**config.mk**
```make
export PLATFORM = sky130hd
export DESIGN_NAME = sha256_stream_hasher_top
export DESIGN_NICKNAME = d
export VERILOG_FILES = /design/src/rtl/sha_pkg.sv /design/src/rtl/sha_ctrl.sv /design/src/rtl/sha_dp.sv /design/src/rtl/sha256_stream_hasher_top.sv
export SDC_FILE = /design/constraint.sdc
export NUM_CORES = 2
export LEC_CHECK = 0
export ABC_AREA = 1
export BUFFER_PORTS_ARGS = -buffer_cell sky130_fd_sc_hd__buf_2
export CAP_MARGIN = 20
export CORE_MARGIN = 2
export CORE_UTILIZATION = 35
export CTS_BUF_LIST = sky130_fd_sc_hd__clkbuf_8 sky130_fd_sc_hd__clkbuf_16
export CTS_CLUSTER_DIAMETER = 200
export DETAILED_ROUTE_END_ITERATION = 8
export PLACE_DENSITY = 0.53
export SETUP_SLACK_MARGIN = 0.2
export SYNTH_ARGS = -nofsm -noshare
export SYNTH_HDL_FRONTEND = slang
export SYNTH_SLANG_ARGS = --single-unit
```
**constraint.sdc**
```tcl
create_clock -name clk -period 31.7 [get_ports clk]
set_input_delay 9.51 -clock clk [delete_from_list [all_inputs] [get_ports clk]]
set_output_delay 9.51 -clock clk [all_outputs]
set_load 0.03 [all_outputs]
```
**src/rtl/sha_pkg.sv**
```systemverilog
// ============================================================================
// sha_pkg
// Shared types and constants for the SHA-256 stream hasher: round constants,
// initial hash values, controller-to-datapath command and status structs.
// ============================================================================
package sha_pkg;

    localparam int unsigned BlockBits = 512;
    localparam int unsigned WordBits  = 32;
    localparam int unsigned NumWords  = 8;

    localparam logic [7:0] PadByte = 8'h80;

    localparam logic [WordBits-1:0] K_TABLE [64] = '{
        32'h428a2f98, 32'h71374491, 32'hb5c0fbcf, 32'he9b5dba5,
        32'h3956c25b, 32'h59f111f1, 32'h923f82a4, 32'hab1c5ed5,
        32'hd807aa98, 32'h12835b01, 32'h243185be, 32'h550c7dc3,
        32'h72be5d74, 32'h80deb1fe, 32'h9bdc06a7, 32'hc19bf174,
        32'he49b69c1, 32'hefbe4786, 32'h0fc19dc6, 32'h240ca1cc,
        32'h2de92c6f, 32'h4a7484aa, 32'h5cb0a9dc, 32'h76f988da,
        32'h983e5152, 32'ha831c66d, 32'hb00327c8, 32'hbf597fc7,
        32'hc6e00bf3, 32'hd5a79147, 32'h06ca6351, 32'h14292967,
        32'h27b70a85, 32'h2e1b2138, 32'h4d2c6dfc, 32'h53380d13,
        32'h650a7354, 32'h766a0abb, 32'h81c2c92e, 32'h92722c85,
        32'ha2bfe8a1, 32'ha81a664b, 32'hc24b8b70, 32'hc76c51a3,
        32'hd192e819, 32'hd6990624, 32'hf40e3585, 32'h106aa070,
        32'h19a4c116, 32'h1e376c08, 32'h2748774c, 32'h34b0bcb5,
        32'h391c0cb3, 32'h4ed8aa4a, 32'h5b9cca4f, 32'h682e6ff3,
        32'h748f82ee, 32'h78a5636f, 32'h84c87814, 32'h8cc70208,
        32'h90befffa, 32'ha4506ceb, 32'hbef9a3f7, 32'hc67178f2
    };

    localparam logic [WordBits-1:0] IV_TABLE [NumWords] = '{
        32'h6a09e667, 32'hbb67ae85, 32'h3c6ef372, 32'ha54ff53a,
        32'h510e527f, 32'h9b05688c, 32'h1f83d9ab, 32'h5be0cd19
    };

    typedef enum logic [1:0] {
        SEL_DATA = 2'd0,
        SEL_PAD  = 2'd1,
        SEL_ZERO = 2'd2,
        SEL_LEN  = 2'd3
    } byte_sel_t;

    typedef struct packed {
        logic      shift_en;
        byte_sel_t byte_sel;
        logic      count_msg;
        logic      start_cmp;
        logic      round_en;
        logic      update_en;
        logic      emit_adv;
        logic      clear_msg;
    } sha_cmd_t;

    typedef struct packed {
        logic cnt_last;
        logic cnt_is_56;
        logic round_last;
        logic word_last;
    } sha_stat_t;

endpackage

```
**src/rtl/sha_ctrl.sv**
```systemverilog
// ============================================================================
// sha_ctrl
// Controller FSM: accepts words, sequences padding, compression rounds,
// chaining update and digest emission.
// ============================================================================
module sha_ctrl (
    input  logic               clk,
    input  logic               rst_n,
    input  logic               in_valid,
    output logic               in_stall,
    input  logic               kind,
    output logic               out_valid,
    input  logic               out_stall,
    input  sha_pkg::sha_stat_t stat,
    output sha_pkg::sha_cmd_t  cmd
);

    typedef enum logic [4:0] {
        ST_IDLE   = 5'b00001,
        ST_PAD    = 5'b00010,
        ST_ROUND  = 5'b00100,
        ST_UPDATE = 5'b01000,
        ST_EMIT   = 5'b10000
    } state_t;

    state_t state_reg, state_next;
    logic   fin_reg, fin_next;
    logic   len_reg, len_next;

    always_ff @(posedge clk or negedge rst_n)
    begin
        if (!rst_n)
        begin
            state_reg <= ST_IDLE;
            fin_reg   <= 1'b0;
            len_reg   <= 1'b0;
        end
        else
        begin
            state_reg <= state_next;
            fin_reg   <= fin_next;
            len_reg   <= len_next;
        end
    end

    assign in_stall  = (state_reg != ST_IDLE);
    assign out_valid = (state_reg == ST_EMIT);

    always_comb
    begin
        state_next = state_reg;
        fin_next   = fin_reg;
        len_next   = len_reg;
        cmd        = '0;
        cmd.byte_sel = sha_pkg::SEL_DATA;
        unique case (state_reg)
            ST_IDLE:
            begin
                if (in_valid)
                begin
                    cmd.shift_en = 1'b1;
                    if (kind)
                    begin
                        cmd.byte_sel = sha_pkg::SEL_PAD;
                        fin_next     = 1'b1;
                        state_next   = ST_PAD;
                    end
                    else
                    begin
                        cmd.count_msg = 1'b1;
                    end
                    if (stat.cnt_last)
                    begin
                        cmd.start_cmp = 1'b1;
                        state_next    = ST_ROUND;
                    end
                end
            end
            ST_PAD:
            begin
                cmd.shift_en = 1'b1;
                if (len_reg || stat.cnt_is_56)
                begin
                    cmd.byte_sel = sha_pkg::SEL_LEN;
                    len_next     = 1'b1;
                end
                else
                begin
                    cmd.byte_sel = sha_pkg::SEL_ZERO;
                end
                if (stat.cnt_last)
                begin
                    cmd.start_cmp = 1'b1;
                    state_next    = ST_ROUND;
                end
            end
            ST_ROUND:
            begin
                cmd.round_en = 1'b1;
                if (stat.round_last)
                begin
                    state_next = ST_UPDATE;
                end
            end
            ST_UPDATE:
            begin
                cmd.update_en = 1'b1;
                priority if (len_reg)
                    state_next = ST_EMIT;
                else if (fin_reg)
                    state_next = ST_PAD;
                else
                    state_next = ST_IDLE;
            end
            ST_EMIT:
            begin
                if (!out_stall)
                begin
                    cmd.emit_adv = 1'b1;
                    if (stat.word_last)
                    begin
                        cmd.clear_msg = 1'b1;
                        fin_next      = 1'b0;
                        len_next      = 1'b0;
                        state_next    = ST_IDLE;
                    end
                end
            end
            default:
            begin
                state_next = ST_IDLE;
            end
        endcase
    end

endmodule

```
**src/rtl/sha_dp.sv**
```systemverilog
// ============================================================================
// sha_dp
// Datapath: 512-bit block shift register doubling as the message schedule
// window, byte and bit counters, working variables, chaining state and
// the digest word select.
// ============================================================================
module sha_dp (
    input  logic               clk,
    input  logic               rst_n,
    input  logic [7:0]         data_byte,
    input  sha_pkg::sha_cmd_t  cmd,
    output sha_pkg::sha_stat_t stat,
    output logic [31:0]        digest_word,
    output logic [2:0]         word_index,
    output logic               last_word
);

    logic [sha_pkg::BlockBits-1:0] blk_reg, blk_next;
    logic [31:0] v_reg [8];
    logic [31:0] v_next [8];
    logic [31:0] h_reg [8];
    logic [31:0] h_next [8];
    logic [5:0]  cnt_reg, cnt_next;
    logic [63:0] bits_reg, bits_next;
    logic [5:0]  round_reg, round_next;
    logic [2:0]  idx_reg, idx_next;

    logic [7:0]  byte_in;
    logic [7:0]  len_byte;
    logic [31:0] w0, w1, w9, w14, w_new;
    logic [31:0] s0w, s1w, big_s0, big_s1, ch, maj, t1, t2;

    function automatic logic [31:0] rotr(input logic [31:0] x, input int unsigned n);
        rotr = (x >> n) | (x << (32 - n));
    endfunction

    assign stat.cnt_last   = (cnt_reg == 6'd63);
    assign stat.cnt_is_56  = (cnt_reg == 6'd56);
    assign stat.round_last = (round_reg == 6'd63);
    assign stat.word_last  = (idx_reg == 3'd7);

    assign digest_word = h_reg[idx_reg];
    assign word_index  = idx_reg;
    assign last_word   = (idx_reg == 3'd7);

    // length bytes, most significant first, at block positions 56..63
    always_comb
    begin
        unique case (cnt_reg[2:0])
            3'd0: len_byte = bits_reg[63:56];
            3'd1: len_byte = bits_reg[55:48];
            3'd2: len_byte = bits_reg[47:40];
            3'd3: len_byte = bits_reg[39:32];
            3'd4: len_byte = bits_reg[31:24];
            3'd5: len_byte = bits_reg[23:16];
            3'd6: len_byte = bits_reg[15:8];
            3'd7: len_byte = bits_reg[7:0];
            default: len_byte = 8'h00;
        endcase
    end

    always_comb
    begin
        unique case (cmd.byte_sel)
            sha_pkg::SEL_DATA: byte_in = data_byte;
            sha_pkg::SEL_PAD:  byte_in = sha_pkg::PadByte;
            sha_pkg::SEL_ZERO: byte_in = 8'h00;
            sha_pkg::SEL_LEN:  byte_in = len_byte;
            default:           byte_in = 8'h00;
        endcase
    end

    // schedule window: word t at the top of the block register
    assign w0  = blk_reg[511:480];
    assign w1  = blk_reg[479:448];
    assign w9  = blk_reg[223:192];
    assign w14 = blk_reg[63:32];
    assign s0w = rotr(w1, 7) ^ rotr(w1, 18) ^ (w1 >> 3);
    assign s1w = rotr(w14, 17) ^ rotr(w14, 19) ^ (w14 >> 10);
    assign w_new = s1w + w9 + s0w + w0;

    assign big_s1 = rotr(v_reg[4], 6) ^ rotr(v_reg[4], 11) ^ rotr(v_reg[4], 25);
    assign ch     = (v_reg[4] & v_reg[5]) ^ (~v_reg[4] & v_reg[6]);
    assign big_s0 = rotr(v_reg[0], 2) ^ rotr(v_reg[0], 13) ^ rotr(v_reg[0], 22);
    assign maj    = (v_reg[0] & v_reg[1]) ^ (v_reg[0] & v_reg[2]) ^ (v_reg[1] & v_reg[2]);
    assign t1     = v_reg[7] + big_s1 + ch + sha_pkg::K_TABLE[round_reg] + w0;
    assign t2     = big_s0 + maj;

    always_comb
    begin
        blk_next   = blk_reg;
        cnt_next   = cnt_reg;
        bits_next  = bits_reg;
        round_next = round_reg;
        idx_next   = idx_reg;
        v_next     = v_reg;
        h_next     = h_reg;

        if (cmd.shift_en)
        begin
            blk_next = {blk_reg[503:0], byte_in};
            cnt_next = cnt_reg + 6'd1;
        end
        if (cmd.count_msg)
        begin
            bits_next = bits_reg + 64'd8;
        end
        if (cmd.start_cmp)
        begin
            v_next     = h_reg;
            round_next = 6'd0;
        end
        if (cmd.round_en)
        begin
            blk_next   = {blk_reg[479:0], w_new};
            round_next = round_reg + 6'd1;
            v_next[7]  = v_reg[6];
            v_next[6]  = v_reg[5];
            v_next[5]  = v_reg[4];
            v_next[4]  = v_reg[3] + t1;
            v_next[3]  = v_reg[2];
            v_next[2]  = v_reg[1];
            v_next[1]  = v_reg[0];
            v_next[0]  = t1 + t2;
        end
        if (cmd.update_en)
        begin
            for (int i = 0; i < 8; i++)
            begin
                h_next[i] = h_reg[i] + v_reg[i];
            end
        end
        if (cmd.emit_adv)
        begin
            idx_next = idx_reg + 3'd1;
        end
        if (cmd.clear_msg)
        begin
            h_next    = sha_pkg::IV_TABLE;
            bits_next = '0;
            cnt_next  = '0;
            idx_next  = '0;
        end
    end

    always_ff @(posedge clk or negedge rst_n)
    begin
        if (!rst_n)
        begin
            h_reg     <= sha_pkg::IV_TABLE;
            cnt_reg   <= '0;
            bits_reg  <= '0;
            round_reg <= '0;
            idx_reg   <= '0;
        end
        else
        begin
            h_reg     <= h_next;
            cnt_reg   <= cnt_next;
            bits_reg  <= bits_next;
            round_reg <= round_next;
            idx_reg   <= idx_next;
        end
    end

    always_ff @(posedge clk)
    begin
        blk_reg <= blk_next;
        v_reg   <= v_next;
    end

endmodule

```
**src/rtl/sha256_stream_hasher_top.sv**
```systemverilog
// ============================================================================
// sha256_stream_hasher_top
// SHA-256 over a byte stream, one message byte or a finish marker per word.
// ----------------------------------------------------------------------------
// Input channel (in_valid / in_stall): kind = 0 appends data_byte to the
// message; kind = 1 ends the message. in_stall is high whenever the block
// is busy; a word is taken only in the idle state.
// An append word shifts one byte into the block; the 64th byte of a block
// also starts compression: the rounds run on the single shared round unit,
// then the chaining update, and no new byte is taken until it is done.
// A finish word shifts padding in at one byte per cycle, pausing while
// each full block is compressed (up to 64 bytes, 72 when an extra block
// is needed), then presents eight digest words on the output channel.
// Output channel (out_valid / out_stall): digest_word, word_index 0..7,
// last_word on index 7. Each word is held until taken; a stall simply
// holds the current word. After the last word the block returns to the
// initial hash state and accepts the next message.
// Reset (rst_n low, asynchronous) loads the initial hash values and clears
// the byte and bit counters; no clearing pass is needed.
// ============================================================================
module sha256_stream_hasher_top (
    input  logic        clk,
    input  logic        rst_n,
    input  logic        in_valid,
    output logic        in_stall,
    input  logic        kind,
    input  logic [7:0]  data_byte,
    output logic        out_valid,
    input  logic        out_stall,
    output logic [31:0] digest_word,
    output logic [2:0]  word_index,
    output logic        last_word
);

    sha_pkg::sha_cmd_t  cmd;
    sha_pkg::sha_stat_t stat;

    sha_ctrl u_ctrl (
        .clk       (clk),
        .rst_n     (rst_n),
        .in_valid  (in_valid),
        .in_stall  (in_stall),
        .kind      (kind),
        .out_valid (out_valid),
        .out_stall (out_stall),
        .stat      (stat),
        .cmd       (cmd)
    );

    sha_dp u_dp (
        .clk         (clk),
        .rst_n       (rst_n),
        .data_byte   (data_byte),
        .cmd         (cmd),
        .stat        (stat),
        .digest_word (digest_word),
        .word_index  (word_index),
        .last_word   (last_word)
    );

endmodule
```
==> parameters.txt <==
Parameter                              Value

Final layout
  Footprint of the flip-flops and latches ... 0.0317 mm²
  Ratio of cells with drive above 1 in the final layout ... 0.0478
  Most common cell after layout, fill and taps aside ... nand2_1
  Commonest cells after routing, fill and taps aside ... nand2_1, inv_1, o21ai_0
  Area growth from synthesis to layout ... 9.56%
  Count of nets after finishing ... 11,500
  Flip-flop count of the largest register, all copies and words added ... 512
  Final cell area excluding filler cells ... 0.0908 mm²
  Area of combinational cells with multiple inputs ... 0.0442 mm²
  Post-route core utilization ... 0.386
  Fill cell total of the finished layout ... 24,800

Die
  Overall die width ... 490 µm
  Row count ... 178
  Die Footprint ... 0.241 mm²
  DIE HEIGHT ... 490 µm
  CORE AREA ... 0.235 mm²
  I/O pin cnt ... 51
  Initial core utilization ... 0.352

Power and ir drop
  Relative contribution of the clock network to total power ... 0.143
  Switching power share of the total ... 0.546
  Share of total power in sequential cells ... 0.208
  Worst vdd rail ir drop ... 166 µV
  Int Power ... 5.19 mW
  Leak pwr ... 43.8 nW
  Share of total power in combinational logic ... 0.649
  Psw ... 6.25 mW
  Total power per unit cell area ... 126 mW/mm²

STA
  Clk_skew ... 72.5 ps
  Portion of the clock cycle consumed by the worst path in the final layout ... 0.449
  Worst hold-check slack ... 486 ps
  Sum of negative setup slack ... 0 ps
  Slew @ Worst Pin ... 1200 ps
  Final count of hold timing violations ... 0
  Rel. slew slack ... 0.203
  Final period demand of the worst path ... 14,220 ps
  RSZ-0062 raised after global routing ... false
  Final Setup Violations ... 0
  Maximum clock frequency ... 0.0703 GHz
  Fin. max-slew vios ... 0

Synthesis
  Largest cells by area after synthesis ... edfxtp_1, nand2_1, inv_1
  FFs w/ async S/R, synth ... 0.306
  Post-Synth Simple-Gate Area ... 0.238
  Count of flip-flops with a built-in enable after synthesis ... 768
  Fraction of synthesized cell area in xor and xnor cells ... 0.0369
  Share of the synthesized area in compound gates (AO/OA/AOI/OAI) ... 0.149
  Total standard cell area after synthesis ... 0.0828 mm²
  Share of cell area taken by muxes after synthesis ... 0
  Synth warn ... 0
  Dominant register cell in the synthesized netlist ... edfxtp_1
  Sequential area share after synthesis ... 0.383
  Dominant combinational cell family by area after synthesis ... simple AND/OR/NAND/NOR gates
  Share of Yosys cell area claimed by the top area cell type ... 0.278
  Library cell with the largest summed area after synthesis ... edfxtp_1
  Number of standard cells after synthesis ... 11,000
  Mean area per synthesized cell ... 7.54 µm²
  Synth Area in Adders ... 0.108
  Cell variety after synth ... 71
  Post-synthesis register bit count ... 1,107
  Post-synth net total ... 11,600

Global route
  First-pass GRT wire length ... 510 mm
  Number of antenna violations at the first check in global routing ... 13
  Number of global-route vias before repair ... 73,400
  Maximum number of pins on one net before global-route repair ... 239
  Gr usage total ... 0.285
  Total grt overflow ... 0

Route
  Final WL ... 354 mm
  Vias per cell ... 5.48
  DRC violations left ... 0
  Iter 0 DRT Violations ... 8,604
  Number of search-and-repair iterations in the first detailed-routing pass ... 7
  Remaining antenna violation count after routing ... 0
  Total vias in the final route ... 77,500
  Routed len/inst ... 25.0 µm

Clock network
  Number of buffers added by the clock tree synthesis step ... 140
  Cell chosen for the clock root ... clkbuf_16
  Post-cts gate resize count ... 0
  Maximum clock insertion buffer count ... 3
  Number of hold buffers added after CTS ... 0
  H-tree depth ... 4
  Num Clock Sinks ... 1,107
  Worst-skew pair later-pin latency ... 870 ps
  Clock tree from TritonCTS ... yes
  Reg clk slew, reported paths ... 60 ps
  Count of buffers added by post-CTS timing repair for setup ... 0

Worst setup path
  Critical path peak fanout ... 86
  Crit path DAT ... 4710 ps
  CP endpoint kind ... output port
  Required time reported for the critical path endpoint ... 22,190 ps
  Sort of element at the start of the critical path ... flop
  Critical path class ... reg2out

Placement
  Area post-placement ... 0.0860 mm²
  Port buffer count ... 50
  DP Wirelength ... 276 mm
  Global placer's final weighted congestion ... 1.00

Job
  Max-capacitance violation count ... 0

Run status
  Outcome ... completed

Min path
  Tightest Hold Check Type ... reg2reg
## metal layers
| layer | up-vias | share of wire | GRT usage |
|---|---|---|---|
| li1 | 36000 | - | - |
| met1 | 37600 | 0.43 | 0.393 |
| met2 | 3174 | 0.44 | 0.436 |
| met3 | 706 | 0.078 | 0.0486 |
| met4 | 12 | 0.051 | 0.130 |
| met5 | - | 0.00030 | 0 |
## worst max-delay path, stage by stage (launching register included)
cell,delay (ps)
dfrtp_4,780
inv_4,540
buf_4,620
o21ai_0,160
o22ai_1,720
nor2_1,170
a31oi_1,460
buf_2,300
## cells by family after synthesis
group	after synthesis
and+or+nand+nor	4862
AOI/OAI and AO/OA	2245
buffers and inverters	1829
DFF	1107
adders and majority gates	599
xor gates and xnor gates	349
## stage by stage
stage,setup slack (ps),power (mW),instances
CTS,17740,11.3,14100
global route,17470,12.3,14100
global placement,18000,9.63,13900
finish,17480,11.4,14100
detailed placement,17920,9.62,13900
floorplan,10040,7.18,11000
## Yosys cell counts (34+ instances only)
library cell and instances:
a21o_1 48, dfstp_2 137, nand4_1 138, xor2_1 208, o22ai_1 125, nand2_1 3230
nor2_1 849, xnor2_1 141, o211ai_1 51, a21boi_0 34, buf_2 111, nor3_1 113
a31oi_1 55, nand3_1 423, a21oi_1 678, ha_1 403, dfrtp_1 202, o21bai_1 50
inv_1 1434, fa_1 195, clkbuf_1 243, edfxtp_1 768, o21ai_0 1059
## path summary, 6_finish.rpt
kind	from	cells after the start	to	slack, ps
hold / removal	u_dp.cnt_reg[5]	1	u_dp.cnt_reg[5]	490
min in group asynchronous	rst_n	1	u_dp.h_reg[247]	8690
hold reg to reg	u_dp.cnt_reg[5]	1	u_dp.cnt_reg[5]	490
setup reg to reg	u_dp.round_reg[0]	37	u_dp.v_reg[255]	20740
setup / recovery	u_dp.word_index[0]	7	digest_word[29]	17480
max in group asynchronous	rst_n	4	u_dp.h_reg[154]	20830
## final cells by class
| type | count | share of cell area |
|---|---|---|
| Antenna cell | 6 | 0.000165 |
| Clock buffer | 147 | 0.0398 |
| Clock inverter | 111 | 0.0117 |
| Inverter | 1449 | 0.0601 |
| Multi-Input combinational cell | 8055 | 0.486 |
| Sequential cell | 1107 | 0.350 |
| Tap cell | 3150 | 0.0434 |
| Timing Repair Buffer | 108 | 0.00871 |
## power by group through the flow
stage	clock [mW]	sequential, mW	combinational, mW
detailed placement	0	2.39	7.22
floorplan	0	2.40	4.77
global route	1.72	2.41	8.18
global placement	0	2.39	7.24
finish	1.63	2.38	7.43
CTS	1.66	2.37	7.28
No activity file was read; power rests on OpenSTA's default activity.
